**config.mk**
```make
export PLATFORM = sky130hd
export DESIGN_NAME = grammar_source_tokenizer_core
export DESIGN_NICKNAME = d
export VERILOG_FILES = /design/src/design/gst_pkg.sv /design/src/design/gst_front.sv /design/src/design/gst_queue.sv /design/src/design/gst_back.sv /design/src/design/grammar_source_tokenizer_core.sv
export SDC_FILE = /design/constraint.sdc
export NUM_CORES = 1
export LEC_CHECK = 0
export BUFFER_PORTS_ARGS = -buffer_cell sky130_fd_sc_hd__buf_2
export CAP_MARGIN = 20
export CORE_ASPECT_RATIO = 1.1
export CORE_UTILIZATION = 40
export CTS_BUF_LIST = sky130_fd_sc_hd__clkbuf_8
export DETAILED_ROUTE_END_ITERATION = 6
export PLACE_DENSITY = 0.52
export SLEW_MARGIN = 10
export SYNTH_ARGS = -nofsm -noshare
export SYNTH_HDL_FRONTEND = slang
export SYNTH_SLANG_ARGS = --single-unit
export TNS_END_PERCENT = 1
```
**constraint.sdc**
```tcl
create_clock -name clk -period 8.32 [get_ports clk]
set_clock_uncertainty 0.2 [all_clocks]
set_input_delay 0.416 -clock clk [delete_from_list [all_inputs] [get_ports clk]]
set_output_delay 0.416 -clock clk [all_outputs]
set_load 0.03 [all_outputs]
```
**src/design/gst_pkg.sv**
```systemverilog
package gst_pkg;

  localparam int DEPTH_BITS  = 16;
  localparam int OFFSET_BITS = 32;
  localparam int LINE_BITS   = 32;
  localparam int RES_SLOTS   = 2;
  localparam int QDEPTH      = 4;
  localparam int QPTR_BITS   = $clog2(QDEPTH);
  localparam int QCNT_BITS   = $clog2(QDEPTH + 1);

  localparam logic [DEPTH_BITS-1:0] DEPTH_MAX = '1;
  localparam logic [LINE_BITS-1:0]  LINE_MAX  = '1;

  localparam logic [7:0] CH_SPACE      = 8'h20;
  localparam logic [7:0] CH_TAB        = 8'h09;
  localparam logic [7:0] CH_CR         = 8'h0D;
  localparam logic [7:0] CH_LF         = 8'h0A;
  localparam logic [7:0] CH_UNDERSCORE = 8'h5F;
  localparam logic [7:0] CH_LBRACE     = 8'h7B;
  localparam logic [7:0] CH_RBRACE     = 8'h7D;
  localparam logic [7:0] CH_SLASH      = 8'h2F;
  localparam logic [7:0] CH_STAR       = 8'h2A;
  localparam logic [7:0] CH_DOT        = 8'h2E;

  typedef enum logic [3:0] {
    K_IDCHAR   = 4'd0,
    K_IDEND    = 4'd1,
    K_BLKCHAR  = 4'd2,
    K_BLKEND   = 4'd3,
    K_PUNCT    = 4'd4,
    K_END      = 4'd5,
    K_CMTERR   = 4'd6,
    K_BLKERR   = 4'd7,
    K_OVERFLOW = 4'd8
  } kind_t;

  typedef struct packed {
    kind_t       kind;
    logic [7:0]  value;
    logic        first;
    logic [31:0] start_offset;
    logic [31:0] start_line;
  } res_t;

  // One slot pair per accepted item that causes a result; cnt is 1 or 2.
  typedef struct packed {
    logic [1:0]               cnt;
    res_t [RES_SLOTS-1:0]     res;
  } bundle_t;

  function automatic logic ident_start(input logic [7:0] b);
    return b == CH_UNDERSCORE || (b >= 8'h61 && b <= 8'h7A) || (b >= 8'h41 && b <= 8'h5A);
  endfunction

  function automatic logic ident_cont(input logic [7:0] b);
    return ident_start(b) || (b >= 8'h30 && b <= 8'h39);
  endfunction

endpackage

```
**src/design/gst_front.sv**
```systemverilog
module gst_front
  import gst_pkg::*;
(
  input  logic       clk,
  input  logic       rst,
  input  logic       in_valid,
  output logic       in_ready,
  input  logic [7:0] ch,
  input  logic       end_of_input,
  input  logic       q_full,
  output logic       push,
  output bundle_t    push_data
);

  typedef enum logic [2:0] {
    M_IDLE, M_SLASH, M_LINE_CMT, M_BLOCK_CMT, M_IDENT, M_BLOCK_START, M_BLOCK
  } mode_t;

  mode_t                  mode, mode_next;
  logic [DEPTH_BITS-1:0]  brace_level, brace_level_next, brace_dec;
  logic [OFFSET_BITS-1:0] byte_offset, byte_offset_next;
  logic [OFFSET_BITS-1:0] token_offset, token_offset_next;
  logic [LINE_BITS-1:0]   line_count, line_count_next;
  logic [LINE_BITS-1:0]   token_line, token_line_next;
  logic                   star_seen, star_seen_next;
  logic                   cr_seen, cr_seen_next;
  logic                   do_idle;
  logic [1:0]             n;
  res_t [RES_SLOTS-1:0]   r;
  logic                   accept;

  assign in_ready = !q_full;
  assign accept   = in_valid && in_ready;
  assign push     = accept && (n != 2'd0);
  assign push_data.cnt = n;
  assign push_data.res = r;

  always_comb begin
    mode_next         = mode;
    brace_level_next  = brace_level;
    byte_offset_next  = byte_offset;
    token_offset_next = token_offset;
    line_count_next   = line_count;
    token_line_next   = token_line;
    star_seen_next    = star_seen;
    cr_seen_next      = cr_seen;
    do_idle           = 1'b0;
    n                 = 2'd0;
    r                 = '0;
    brace_dec         = (brace_level != '0) ? brace_level - 1'b1 : brace_level;

    if (end_of_input) begin
      unique case (mode)
        M_IDENT: begin
          r[n[0]] = '{K_IDEND, 8'h00, 1'b0, 32'(token_offset), token_line};
          n = n + 2'd1;
        end
        M_SLASH: begin
          r[n[0]] = '{K_PUNCT, CH_SLASH, 1'b0, 32'(token_offset), token_line};
          n = n + 2'd1;
        end
        M_BLOCK_CMT: begin
          r[n[0]] = '{K_CMTERR, 8'h00, 1'b0, 32'(token_offset), token_line};
          n = n + 2'd1;
        end
        M_BLOCK_START, M_BLOCK: begin
          r[n[0]] = '{K_BLKERR, 8'h00, 1'b0, 32'(token_offset), token_line};
          n = n + 2'd1;
        end
        default: ;
      endcase
      r[n[0]] = '{K_END, 8'h00, 1'b0, 32'(byte_offset), line_count};
      n = n + 2'd1;
      mode_next         = M_IDLE;
      brace_level_next  = '0;
      byte_offset_next  = '0;
      token_offset_next = '0;
      line_count_next   = LINE_BITS'(1);
      token_line_next   = LINE_BITS'(1);
      star_seen_next    = 1'b0;
      cr_seen_next      = 1'b0;
    end else begin
      unique case (mode)
        M_SLASH: begin
          if (ch == CH_STAR) begin
            mode_next      = M_BLOCK_CMT;
            star_seen_next = 1'b0;
          end else if (ch == CH_SLASH) begin
            mode_next = M_LINE_CMT;
          end else begin
            r[n[0]] = '{K_PUNCT, CH_SLASH, 1'b0, 32'(token_offset), token_line};
            n = n + 2'd1;
            do_idle = 1'b1;
          end
        end
        M_LINE_CMT: begin
          if (ch == CH_CR || ch == CH_LF) mode_next = M_IDLE;
        end
        M_BLOCK_CMT: begin
          if (star_seen && ch == CH_SLASH) begin
            mode_next      = M_IDLE;
            star_seen_next = 1'b0;
          end else begin
            star_seen_next = (ch == CH_STAR);
          end
        end
        M_IDENT: begin
          if (ident_cont(ch)) begin
            r[n[0]] = '{K_IDCHAR, ch, 1'b0, 32'(token_offset), token_line};
            n = n + 2'd1;
          end else begin
            r[n[0]] = '{K_IDEND, 8'h00, 1'b0, 32'(token_offset), token_line};
            n = n + 2'd1;
            do_idle = 1'b1;
          end
        end
        M_BLOCK_START, M_BLOCK: begin
          if (ch == CH_LBRACE) begin
            if (brace_level == DEPTH_MAX) begin
              r[n[0]] = '{K_OVERFLOW, 8'h00, 1'b0, 32'(token_offset), token_line};
              n = n + 2'd1;
            end else begin
              brace_level_next = brace_level + 1'b1;
            end
            r[n[0]] = '{K_BLKCHAR, ch, mode == M_BLOCK_START, 32'(token_offset), token_line};
            n = n + 2'd1;
            mode_next = M_BLOCK;
          end else if (ch == CH_RBRACE) begin
            brace_level_next = brace_dec;
            if (brace_dec == '0) begin
              r[n[0]] = '{K_BLKEND, 8'h00, 1'b0, 32'(token_offset), token_line};
              n = n + 2'd1;
              mode_next = M_IDLE;
            end else begin
              r[n[0]] = '{K_BLKCHAR, ch, mode == M_BLOCK_START, 32'(token_offset), token_line};
              n = n + 2'd1;
              mode_next = M_BLOCK;
            end
          end else begin
            r[n[0]] = '{K_BLKCHAR, ch, mode == M_BLOCK_START, 32'(token_offset), token_line};
            n = n + 2'd1;
            mode_next = M_BLOCK;
          end
        end
        default: do_idle = 1'b1;
      endcase

      // byte arriving between tokens
      if (do_idle) begin
        mode_next = M_IDLE;
        if (!(ch == CH_SPACE || ch == CH_TAB || ch == CH_CR || ch == CH_LF)) begin
          token_offset_next = byte_offset;
          token_line_next   = line_count;
          if (ch == CH_SLASH) begin
            mode_next = M_SLASH;
          end else if (ch == CH_LBRACE) begin
            mode_next        = M_BLOCK_START;
            brace_level_next = DEPTH_BITS'(1);
          end else if (ident_start(ch)) begin
            mode_next = M_IDENT;
            r[n[0]] = '{K_IDCHAR, ch, 1'b1, 32'(byte_offset), line_count};
            n = n + 2'd1;
          end else begin
            r[n[0]] = '{K_PUNCT, ch, 1'b0, 32'(byte_offset), line_count};
            n = n + 2'd1;
          end
        end
      end

      if ((ch == CH_CR || (ch == CH_LF && !cr_seen)) && line_count != LINE_MAX)
        line_count_next = line_count + 1'b1;
      cr_seen_next     = (ch == CH_CR);
      byte_offset_next = byte_offset + 1'b1;
    end
  end

  always_ff @(posedge clk) begin
    if (rst) begin
      mode         <= M_IDLE;
      brace_level  <= '0;
      byte_offset  <= '0;
      token_offset <= '0;
      line_count   <= LINE_BITS'(1);
      token_line   <= LINE_BITS'(1);
      star_seen    <= 1'b0;
      cr_seen      <= 1'b0;
    end else if (accept) begin
      mode         <= mode_next;
      brace_level  <= brace_level_next;
      byte_offset  <= byte_offset_next;
      token_offset <= token_offset_next;
      line_count   <= line_count_next;
      token_line   <= token_line_next;
      star_seen    <= star_seen_next;
      cr_seen      <= cr_seen_next;
    end
  end

endmodule

```
**src/design/gst_queue.sv**
```systemverilog
module gst_queue
  import gst_pkg::*;
(
  input  logic    clk,
  input  logic    rst,
  input  logic    push,
  input  bundle_t push_data,
  output logic    full,
  output logic    not_empty,
  input  logic    pop,
  output bundle_t head
);

  bundle_t                mem [QDEPTH];
  logic [QPTR_BITS-1:0]   wr_ptr, rd_ptr;
  logic [QCNT_BITS-1:0]   count;

  assign full      = (count == QCNT_BITS'(QDEPTH));
  assign not_empty = (count != '0);
  assign head      = mem[rd_ptr];

  always_ff @(posedge clk) begin
    if (push) mem[wr_ptr] <= push_data;
  end

  always_ff @(posedge clk) begin
    if (rst) begin
      wr_ptr <= '0;
      rd_ptr <= '0;
      count  <= '0;
    end else begin
      if (push) wr_ptr <= wr_ptr + 1'b1;
      if (pop)  rd_ptr <= rd_ptr + 1'b1;
      unique case ({push, pop})
        2'b10:   count <= count + 1'b1;
        2'b01:   count <= count - 1'b1;
        default: count <= count;
      endcase
    end
  end

endmodule

```
**src/design/gst_back.sv**
```systemverilog
module gst_back
  import gst_pkg::*;
(
  input  logic        clk,
  input  logic        rst,
  input  logic        q_not_empty,
  input  bundle_t     head,
  output logic        pop,
  output logic        out_valid,
  input  logic        out_ready,
  output logic [3:0]  kind,
  output logic [7:0]  value,
  output logic        first,
  output logic [31:0] start_offset,
  output logic [31:0] start_line,
  output logic        last
);

  logic sub;
  res_t cur;

  assign cur          = head.res[sub];
  assign out_valid    = q_not_empty;
  assign kind         = cur.kind;
  assign value        = cur.value;
  assign first        = cur.first;
  assign start_offset = cur.start_offset;
  assign start_line   = cur.start_line;
  assign last         = sub || (head.cnt == 2'd1);
  assign pop          = out_valid && out_ready && last;

  always_ff @(posedge clk) begin
    if (rst) begin
      sub <= 1'b0;
    end else if (out_valid && out_ready) begin
      sub <= !last;
    end
  end

endmodule

```
**src/design/grammar_source_tokenizer_core.sv**
```systemverilog
// Grammar source tokenizer.
// Input channel (in_valid/in_ready): one source byte per beat on ch, or a beat
// with end_of_input set that closes the text and returns the tokenizer state to reset.
// Output channel (out_valid/out_ready): one token result per beat; last marks
// the final result caused by one input beat. An input beat causes zero, one or
// two results.
// Throughput: one input beat per cycle while the result queue has room; the
// output side drains one result per cycle while out_ready is high, so an input
// beat that causes two results costs two output beats. Items causing no result
// never enter the queue. Each result is registered in the queue before it leaves.
// The classifier updates its token state once per accepted beat and writes
// the results into a four-entry queue; the serializer behind it walks each
// entry. When the receiver stalls the queue fills and in_ready drops once all
// four entries are held. Reset empties the queue and puts the tokenizer
// between tokens at offset 0, line 1.
module grammar_source_tokenizer_core
  import gst_pkg::*;
(
  input  logic        clk,
  input  logic        rst,
  input  logic        in_valid,
  output logic        in_ready,
  input  logic [7:0]  ch,
  input  logic        end_of_input,
  output logic        out_valid,
  input  logic        out_ready,
  output logic [3:0]  kind,
  output logic [7:0]  value,
  output logic        first,
  output logic [31:0] start_offset,
  output logic [31:0] start_line,
  output logic        last
);

  logic    q_full, q_not_empty, push, pop;
  bundle_t push_data, head;

  gst_front u_front (
    .clk          (clk),
    .rst          (rst),
    .in_valid     (in_valid),
    .in_ready     (in_ready),
    .ch           (ch),
    .end_of_input (end_of_input),
    .q_full       (q_full),
    .push         (push),
    .push_data    (push_data)
  );

  gst_queue u_queue (
    .clk       (clk),
    .rst       (rst),
    .push      (push),
    .push_data (push_data),
    .full      (q_full),
    .not_empty (q_not_empty),
    .pop       (pop),
    .head      (head)
  );

  gst_back u_back (
    .clk          (clk),
    .rst          (rst),
    .q_not_empty  (q_not_empty),
    .head         (head),
    .pop          (pop),
    .out_valid    (out_valid),
    .out_ready    (out_ready),
    .kind         (kind),
    .value        (value),
    .first        (first),
    .start_offset (start_offset),
    .start_line   (start_line),
    .last         (last)
  );

endmodule

```
Word-level counts from Yosys, hierarchy flattened:

Memory sizes are Yosys's and may differ from the RTL's. A register that Yosys moved wholly into a read port is not among the register bits.
Cells that the tools add are included.

* add/sub/neg operators: 11
* order comparisons: 13
* eq/ne operators: 26
* muxes and demuxes: 99
* reductions and logical operators: 41

Operator list (count)
* two-way mux 77 bit: 16
* two-way mux 154 bit: 6
* bitwise mux 154 bit: 4
* one-hot mux 76 bit (4 select lines): 1
* two-way mux 32 bit: 9
* demux 77 bit (select 1 bit): 3
* one-hot mux 77 bit (3 select lines): 1
* two-way mux 16 bit: 10
* two-way mux 76 bit: 2
* two-way mux 74 bit: 2
* adder 32 x 1 -> 32 bit, second input constant: 2
* two-way mux 3 bit: 13
* != test 32 bit, second input constant: 1
* two-way mux 2 bit: 14
* equality test 8 x 4 -> 1 bit, second input constant: 3
* equality test 8 x 6 -> 1 bit, second input constant: 3
* equality test 8 x 7 -> 1 bit, second input constant: 3
* adder 16 x 1 -> 16 bit, second input constant: 1
* equality test 16 bit, second input constant: 1
* greater-or-equal comparator 8 x 7 -> 1 bit, second input constant: 2
* <= comparator 8 x 7 -> 1 bit, second input constant: 2
* zero test 16 bit: 1
* nonzero test 16 bit: 1
* subtractor 16 x 1 -> 16 bit, second input constant: 1
* other kinds (34): 88

* register bits after elaboration: 157
* memory bits (writable): 624
* output and inout port bits: 80
* memories kept: 1

Memory list
* u_queue.mem: depth 4, bits a word 156, read ports 1, clocked after memory_dff 1, write ports 1, RTL line gst_queue.sv:14 `bundle_t mem [QDEPTH];`

Depth between registers and ports, before layout:

* depth after elaboration: 20
* depth in mapped cells: 16

Hierarchy:

From an unflattened synthesis, not the netlist that was laid out.

* cells, all modules: 2132
* area, all modules: 33365.8 sq um

By module, submodules not included
* gst_queue: instances 1, cells each 858, area each 23094.6 sq um, seq. area each 18918.1 sq um
* gst_front: instances 1, cells each 1179, area each 9281.4 sq um, seq. area each 2982.9 sq um
* gst_back: instances 1, cells each 95, area each 989.7 sq um, seq. area each 20.0 sq um

Least setup slack after synthesis:

OpenSTA, ideal clock, no wires.

* path type: input to register
* start: input port ch[5]
* end: memory u_queue.mem[0][0] (netlist bit) (enable)
* data arrival time: 6.040 ns
* slack: 1.547 ns
* cell stages on the path: 10
* cells stage by stage: clkbuf_2 -> nand4b_2 -> or3_1 -> buf_2 -> or3_4 -> nor2_2 -> ha_1 -> nor3_1 -> a221oi_4 -> and2_1

* cells in the longest elaborated chain, start to end: 15
* elaborated cells between the ends (all ways): 43
* classes of those cells: 1 x add/sub; 6 x order compare; 8 x eq/ne; 17 x mux; 11 x reduce/logical

Ends and longest elaborated chain
* start: declaration: RTL line grammar_source_tokenizer_core.sv:23 `input logic [7:0] ch,`
* equality test 8 x 6 -> 1 bit: RTL line gst_front.sv:88, gst_front.sv:154
* two-way mux 1 bit: RTL line gst_front.sv:88 `end else if (ch == CH_SLASH) begin`
* two-way mux 2 bit: RTL line gst_front.sv:85 `if (ch == CH_STAR) begin`
* one-hot mux 2 bit (3 select lines): RTL line gst_front.sv:83 `unique case (mode)`
* two-way mux 2 bit: RTL line gst_front.sv:52 `if (end_of_input) begin`
* adder 2 x 1 -> 2 bit: RTL line gst_front.sv:162, gst_front.sv:165
* two-way mux 2 bit: RTL line gst_front.sv:156 `end else if (ch == CH_LBRACE) begin`
* two-way mux 2 bit: RTL line gst_front.sv:154 `if (ch == CH_SLASH) begin`
* two-way mux 2 bit: RTL line gst_front.sv:151 `if (!(ch == CH_SPACE || ch == CH_TAB || ch == CH_CR || ch == CH_LF)) begin`
* two-way mux 2 bit (*): RTL line gst_front.sv:149 `if (do_idle) begin`
* two-way mux 2 bit (*): RTL line gst_front.sv:52
* nonzero test 2 bit (*): RTL line gst_front.sv:34 `assign push = accept && (n != 2'd0);`
* logical AND 1 bit (*): RTL line gst_front.sv:34
* two-way mux 1 bit (*): RTL line gst_queue.sv:23 `if (push) mem[wr_ptr] <= push_data;`
* two-way mux 1 bit (implied by the code) (*): RTL line gst_queue.sv:23
* end: declaration: RTL line gst_queue.sv:14

Every way passes the cells marked *; elsewhere a longest branch is shown, timed or not. The select of a mux whose other input is x is not followed.

Worst setup path after layout:

* start: register u_front.brace_level[2]
* end: memory u_queue.mem[3][18] (netlist bit) (enable)

* cells in the longest elaborated chain, start to end: 19

Ends and longest elaborated chain
* start: declaration: RTL line gst_front.sv:20 `logic [DEPTH_BITS-1:0] brace_level, brace_level_next, brace_dec;`
* start signal: assignment: RTL line gst_front.sv:189 `brace_level <= brace_level_next;`
* equality test 16 bit (*): RTL line gst_front.sv:119 `if (brace_level == DEPTH_MAX) begin`
* two-way mux 1 bit (*): RTL line gst_front.sv:119
* two-way mux 2 bit (*): RTL line gst_front.sv:118 `if (ch == CH_LBRACE) begin`
* two-way mux 2 bit (*): RTL line gst_front.sv:83
* two-way mux 2 bit (*): RTL line gst_front.sv:52
* adder 2 x 1 -> 2 bit (*): RTL line gst_front.sv:126 `n = n + 2'd1;`
* two-way mux 2 bit (*): RTL line gst_front.sv:118
* one-hot mux 2 bit (3 select lines) (*): RTL line gst_front.sv:83
* [3 not listed]
* two-way mux 2 bit: RTL line gst_front.sv:154
* two-way mux 2 bit: RTL line gst_front.sv:151
* two-way mux 2 bit (*): RTL line gst_front.sv:149
* two-way mux 2 bit (*): RTL line gst_front.sv:52
* nonzero test 2 bit (*): RTL line gst_front.sv:34
* logical AND 1 bit (*): RTL line gst_front.sv:34
* two-way mux 1 bit (*): RTL line gst_queue.sv:23
* two-way mux 1 bit (implied by the code) (*): RTL line gst_queue.sv:23

Marks and branches as above.

==> results_dict.tcl <==
set metrics [dict create \
    outcome "complete, but fails checks" \
    finalCriticalPeriod_ns 5.37 \
    end_kind "register" \
    p_total_mw 9.02 \
    tightest_slew_ns 1.20 \
    fin_nets 2238 \
    holdWs_ns 0.0932 \
    cts_hold_buf 12 \
    grt_pass1_wl_mm 125 \
    post_cts_buffers 0 \
    maxSlewViolCount 0 \
    root_buffer "clkbuf_8" \
    clk_pin_slew_worst_paths_ns 0.07 \
    clk-insertion-delay-late_ns 0.73 \
    numPortBuffers 92 \
    setup_viol_count_final 0 \
    first_iter_violations 1466 \
    async_flop_share_pct 0 \
    post_cts_resize_count 0 \
    firstDrtPassIters 7 \
    vias_per_cell 5.75 \
    dieArea_mm2 0.0832 \
    worstHoldPathType "in2reg" \
    rsz0062_at_grt "no" \
    violations "design-rule violations" \
    area_growth_pct 11.9 \
    fp.dieW_um 275 \
    yosysTopAreaCellShare_pct 56.7 \
    syn_inst 2114 \
    crit_type "reg2reg" \
    rr_worst_depth 9 \
    gp_congestion 0.858 \
    cts_buffers 121 \
    grt_max_degree 107 \
    worstPathMaxFanout 56 \
    slowest_stage "buf_4" \
    fin_crit_sh_pct 64.6 \
    die_y_um 303 \
    antenna_found_initial 1 \
    cts.sinks 779 \
    hpwlAfterDp_mm 46.3 \
    track_usage_pct 20.1 \
    cp-start-kind "register" \
    initial_core_util_pct 40.6 \
    holdPathEnd "u_queue.mem[0][142]$_DFFE_PP_" \
    synth_edf_count 620 \
    cap_violations 0 \
    synth_largest_area_cell "edfxtp_1" \
    regToRegStartpoint "u_front.brace_level[2]$_SDFFE_PP0P_" \
    drc 7 \
    cp_cell_sequence "nand4_1, nor4_1, a32o_1, nand3_1, ha_1, nor3_1, a221oi_4, and2_4, buf_4" \
    synth_cell_type_count 89 \
    coreArea_mm2 0.0809 \
    ys.flop_type "edfxtp_1" \
    finalWirelength_mm 82.9 \
    cp_slowest_stage_delay_ns 0.84 \
    hp-start "ch[0]" \
    globalRouteOverflowTotal 0 \
    cts_tree "done" \
    fin_tns_setup_ns 0 \
    ant_nets 0 \
    crit_required_ns 8.46 \
    wl_per_cell_um 24.6 \
    ys_warn_count 0 \
    ys_top_cells_by_area "edfxtp_1, mux4_2, dfxtp_1" \
    max_slew_margin_pct 19.6 \
    p_leak_nw 12.2 \
    cp_data_arrival_time_ns 5.51 \
    r2r-end "u_queue.mem[3][18]$_DFFE_PP_" \
    clock_path_buffers 3 \
    syn_avg_cell_area_um2 15.5 \
    hold_viol_final 0 \
    ys_seq_area_share_pct 66.4 \
    holdPathStages 2 \
    grt_pass1_vias 20200 \
    rows 109 \
    timing.fmax_mhz 186 \
    irDropWorstVdd_v 0.000124 \
    netlist_area_mm2 0.0328 \
    num_vias 19400 \
    ios 93 \
    power.density_mw_per_mm2 245 \
    syn_nets 2138 \
    reg2reg_slack_ns 2.95 \
    ys_seq_elements 779 \
    htreeDepth 3 \
    drive_above_1_share_pct 24.1 \
]
-- critical path: cells and delay by family (launching register included) --
kind,cells,cell delay [ns]
AOI/OAI and AO/OA,2,0.72
adders and majority gates,1,0.40
buffers and inverters,1,0.84
DFF,1,0.60
and+or+nand+nor,5,2.16
-- final cells by class --
type | instances | area, µm²
inverters | 23 | 86.3
repair buffers | 138 | 863
flip-flops and latches | 779 | 21800
multi-input cells | 1151 | 10300
diodes | 1 | 2.50
fillers | 7078 | 44100
clock buffers | 132 | 1820
well taps | 1054 | 1320
clock inverters | 94 | 522
-- layout by cell type, fill, tap and decap left out, types with 23 or more instances in the layout --
cell      count
nand2_1      68
a21oi_1      43
buf_2        91
mux4_2      153
edfxtp_1    620
o21ai_0      43
mux2_2       79
inv_1        77
a22o_1      128
clkbuf_8    132
buf_4        33
nor3_1       23
a22oi_1      66
dfxtp_1     156
and3_1       25
nand3_1      40
nand4_1      33
nor2_1      171
xor2_1       42
-- Yosys cell counts, types with 25 or more instances --
cell and instances:
nand3_1 40, and3_1 25, nand2_1 68, dfxtp_1 159, edfxtp_1 620, nand4_1 33, nor2_1 171, a22o_1 129
mux4_2 153, clkbuf_1 117, xor2_1 42, a22oi_1 66, mux2_2 79, a21oi_1 43, o21ai_0 43
-- per-stage QoR --
step,utilization [%],cells,area (µm²),setup slack [ns]
after global routing,45.4,3372,36800,2.65
after global placement,42.4,3133,34300,3.02
after floorplan,-,2114,32800,1.55
final,45.4,3372,36800,2.95
after CTS,45.4,3371,36800,3.00
after detailed placement,42.4,3133,34300,3.05
-- state kept, by name, indices dropped and copies added, names as in the netlist, 2 cells and up, named ones only --
name / flops
u_queue.mem: 620
u_front.byte_offset: 32
u_front.line_count: 32
u_front.token_line: 32
u_front.token_offset: 32
u_front.brace_level: 16
u_front.mode: 3
u_queue.count: 3
u_queue.rd_ptr: 2
u_queue.wr_ptr: 2
-- power breakdown --
| part | switching, mW | leakage [nW] | internal [mW] |
|---|---|---|---|
| clock | 1.47 | 1.38 | 1.61 |
| sequential | 0.0904 | 7.15 | 4.41 |
| combinational | 0.926 | 3.70 | 0.513 |
-- routing by layer --
metal  track usage, %  up-vias  wire length, µm
li1                 -     8636                -
met3             3.11      101             4400
met4             6.18        0             1490
met5                0        -                0
met1             26.2    10100            35400
met2             34.4      559            41700
-- worst max path at each step --
stage | startpoint | to | slack (ns) | cells past startpoint
floorplan | ch[5] | u_queue.mem[0][0]$_DFFE_PP_ | 1.55 | 10
global placement | u_front.brace_level[2]$_SDFFE_PP0P_ | u_queue.mem[3][76]$_DFFE_PP_ | 3.02 | 9
detailed placement | u_front.brace_level[2]$_SDFFE_PP0P_ | u_queue.mem[3][97]$_DFFE_PP_ | 3.05 | 9
CTS | u_front.brace_level[2]$_SDFFE_PP0P_ | u_queue.mem[3][92]$_DFFE_PP_ | 3.00 | 9
global route | u_front.brace_level[2]$_SDFFE_PP0P_ | u_queue.mem[3][97]$_DFFE_PP_ | 2.65 | 9
finish | u_front.brace_level[2]$_SDFFE_PP0P_ | u_queue.mem[3][18]$_DFFE_PP_ | 2.95 | 9
-- cell families after synthesis --
logic type / synth area share, %
DFF: 66.4
and+or+nand+nor: 7.32
xor gates and xnor gates: 1.57
adders and majority gates: 0.442
buffers and inverters: 2.24
AOI/OAI and AO/OA: 8.65
muxes: 13.4
Power figures use the tool's default switching activity.
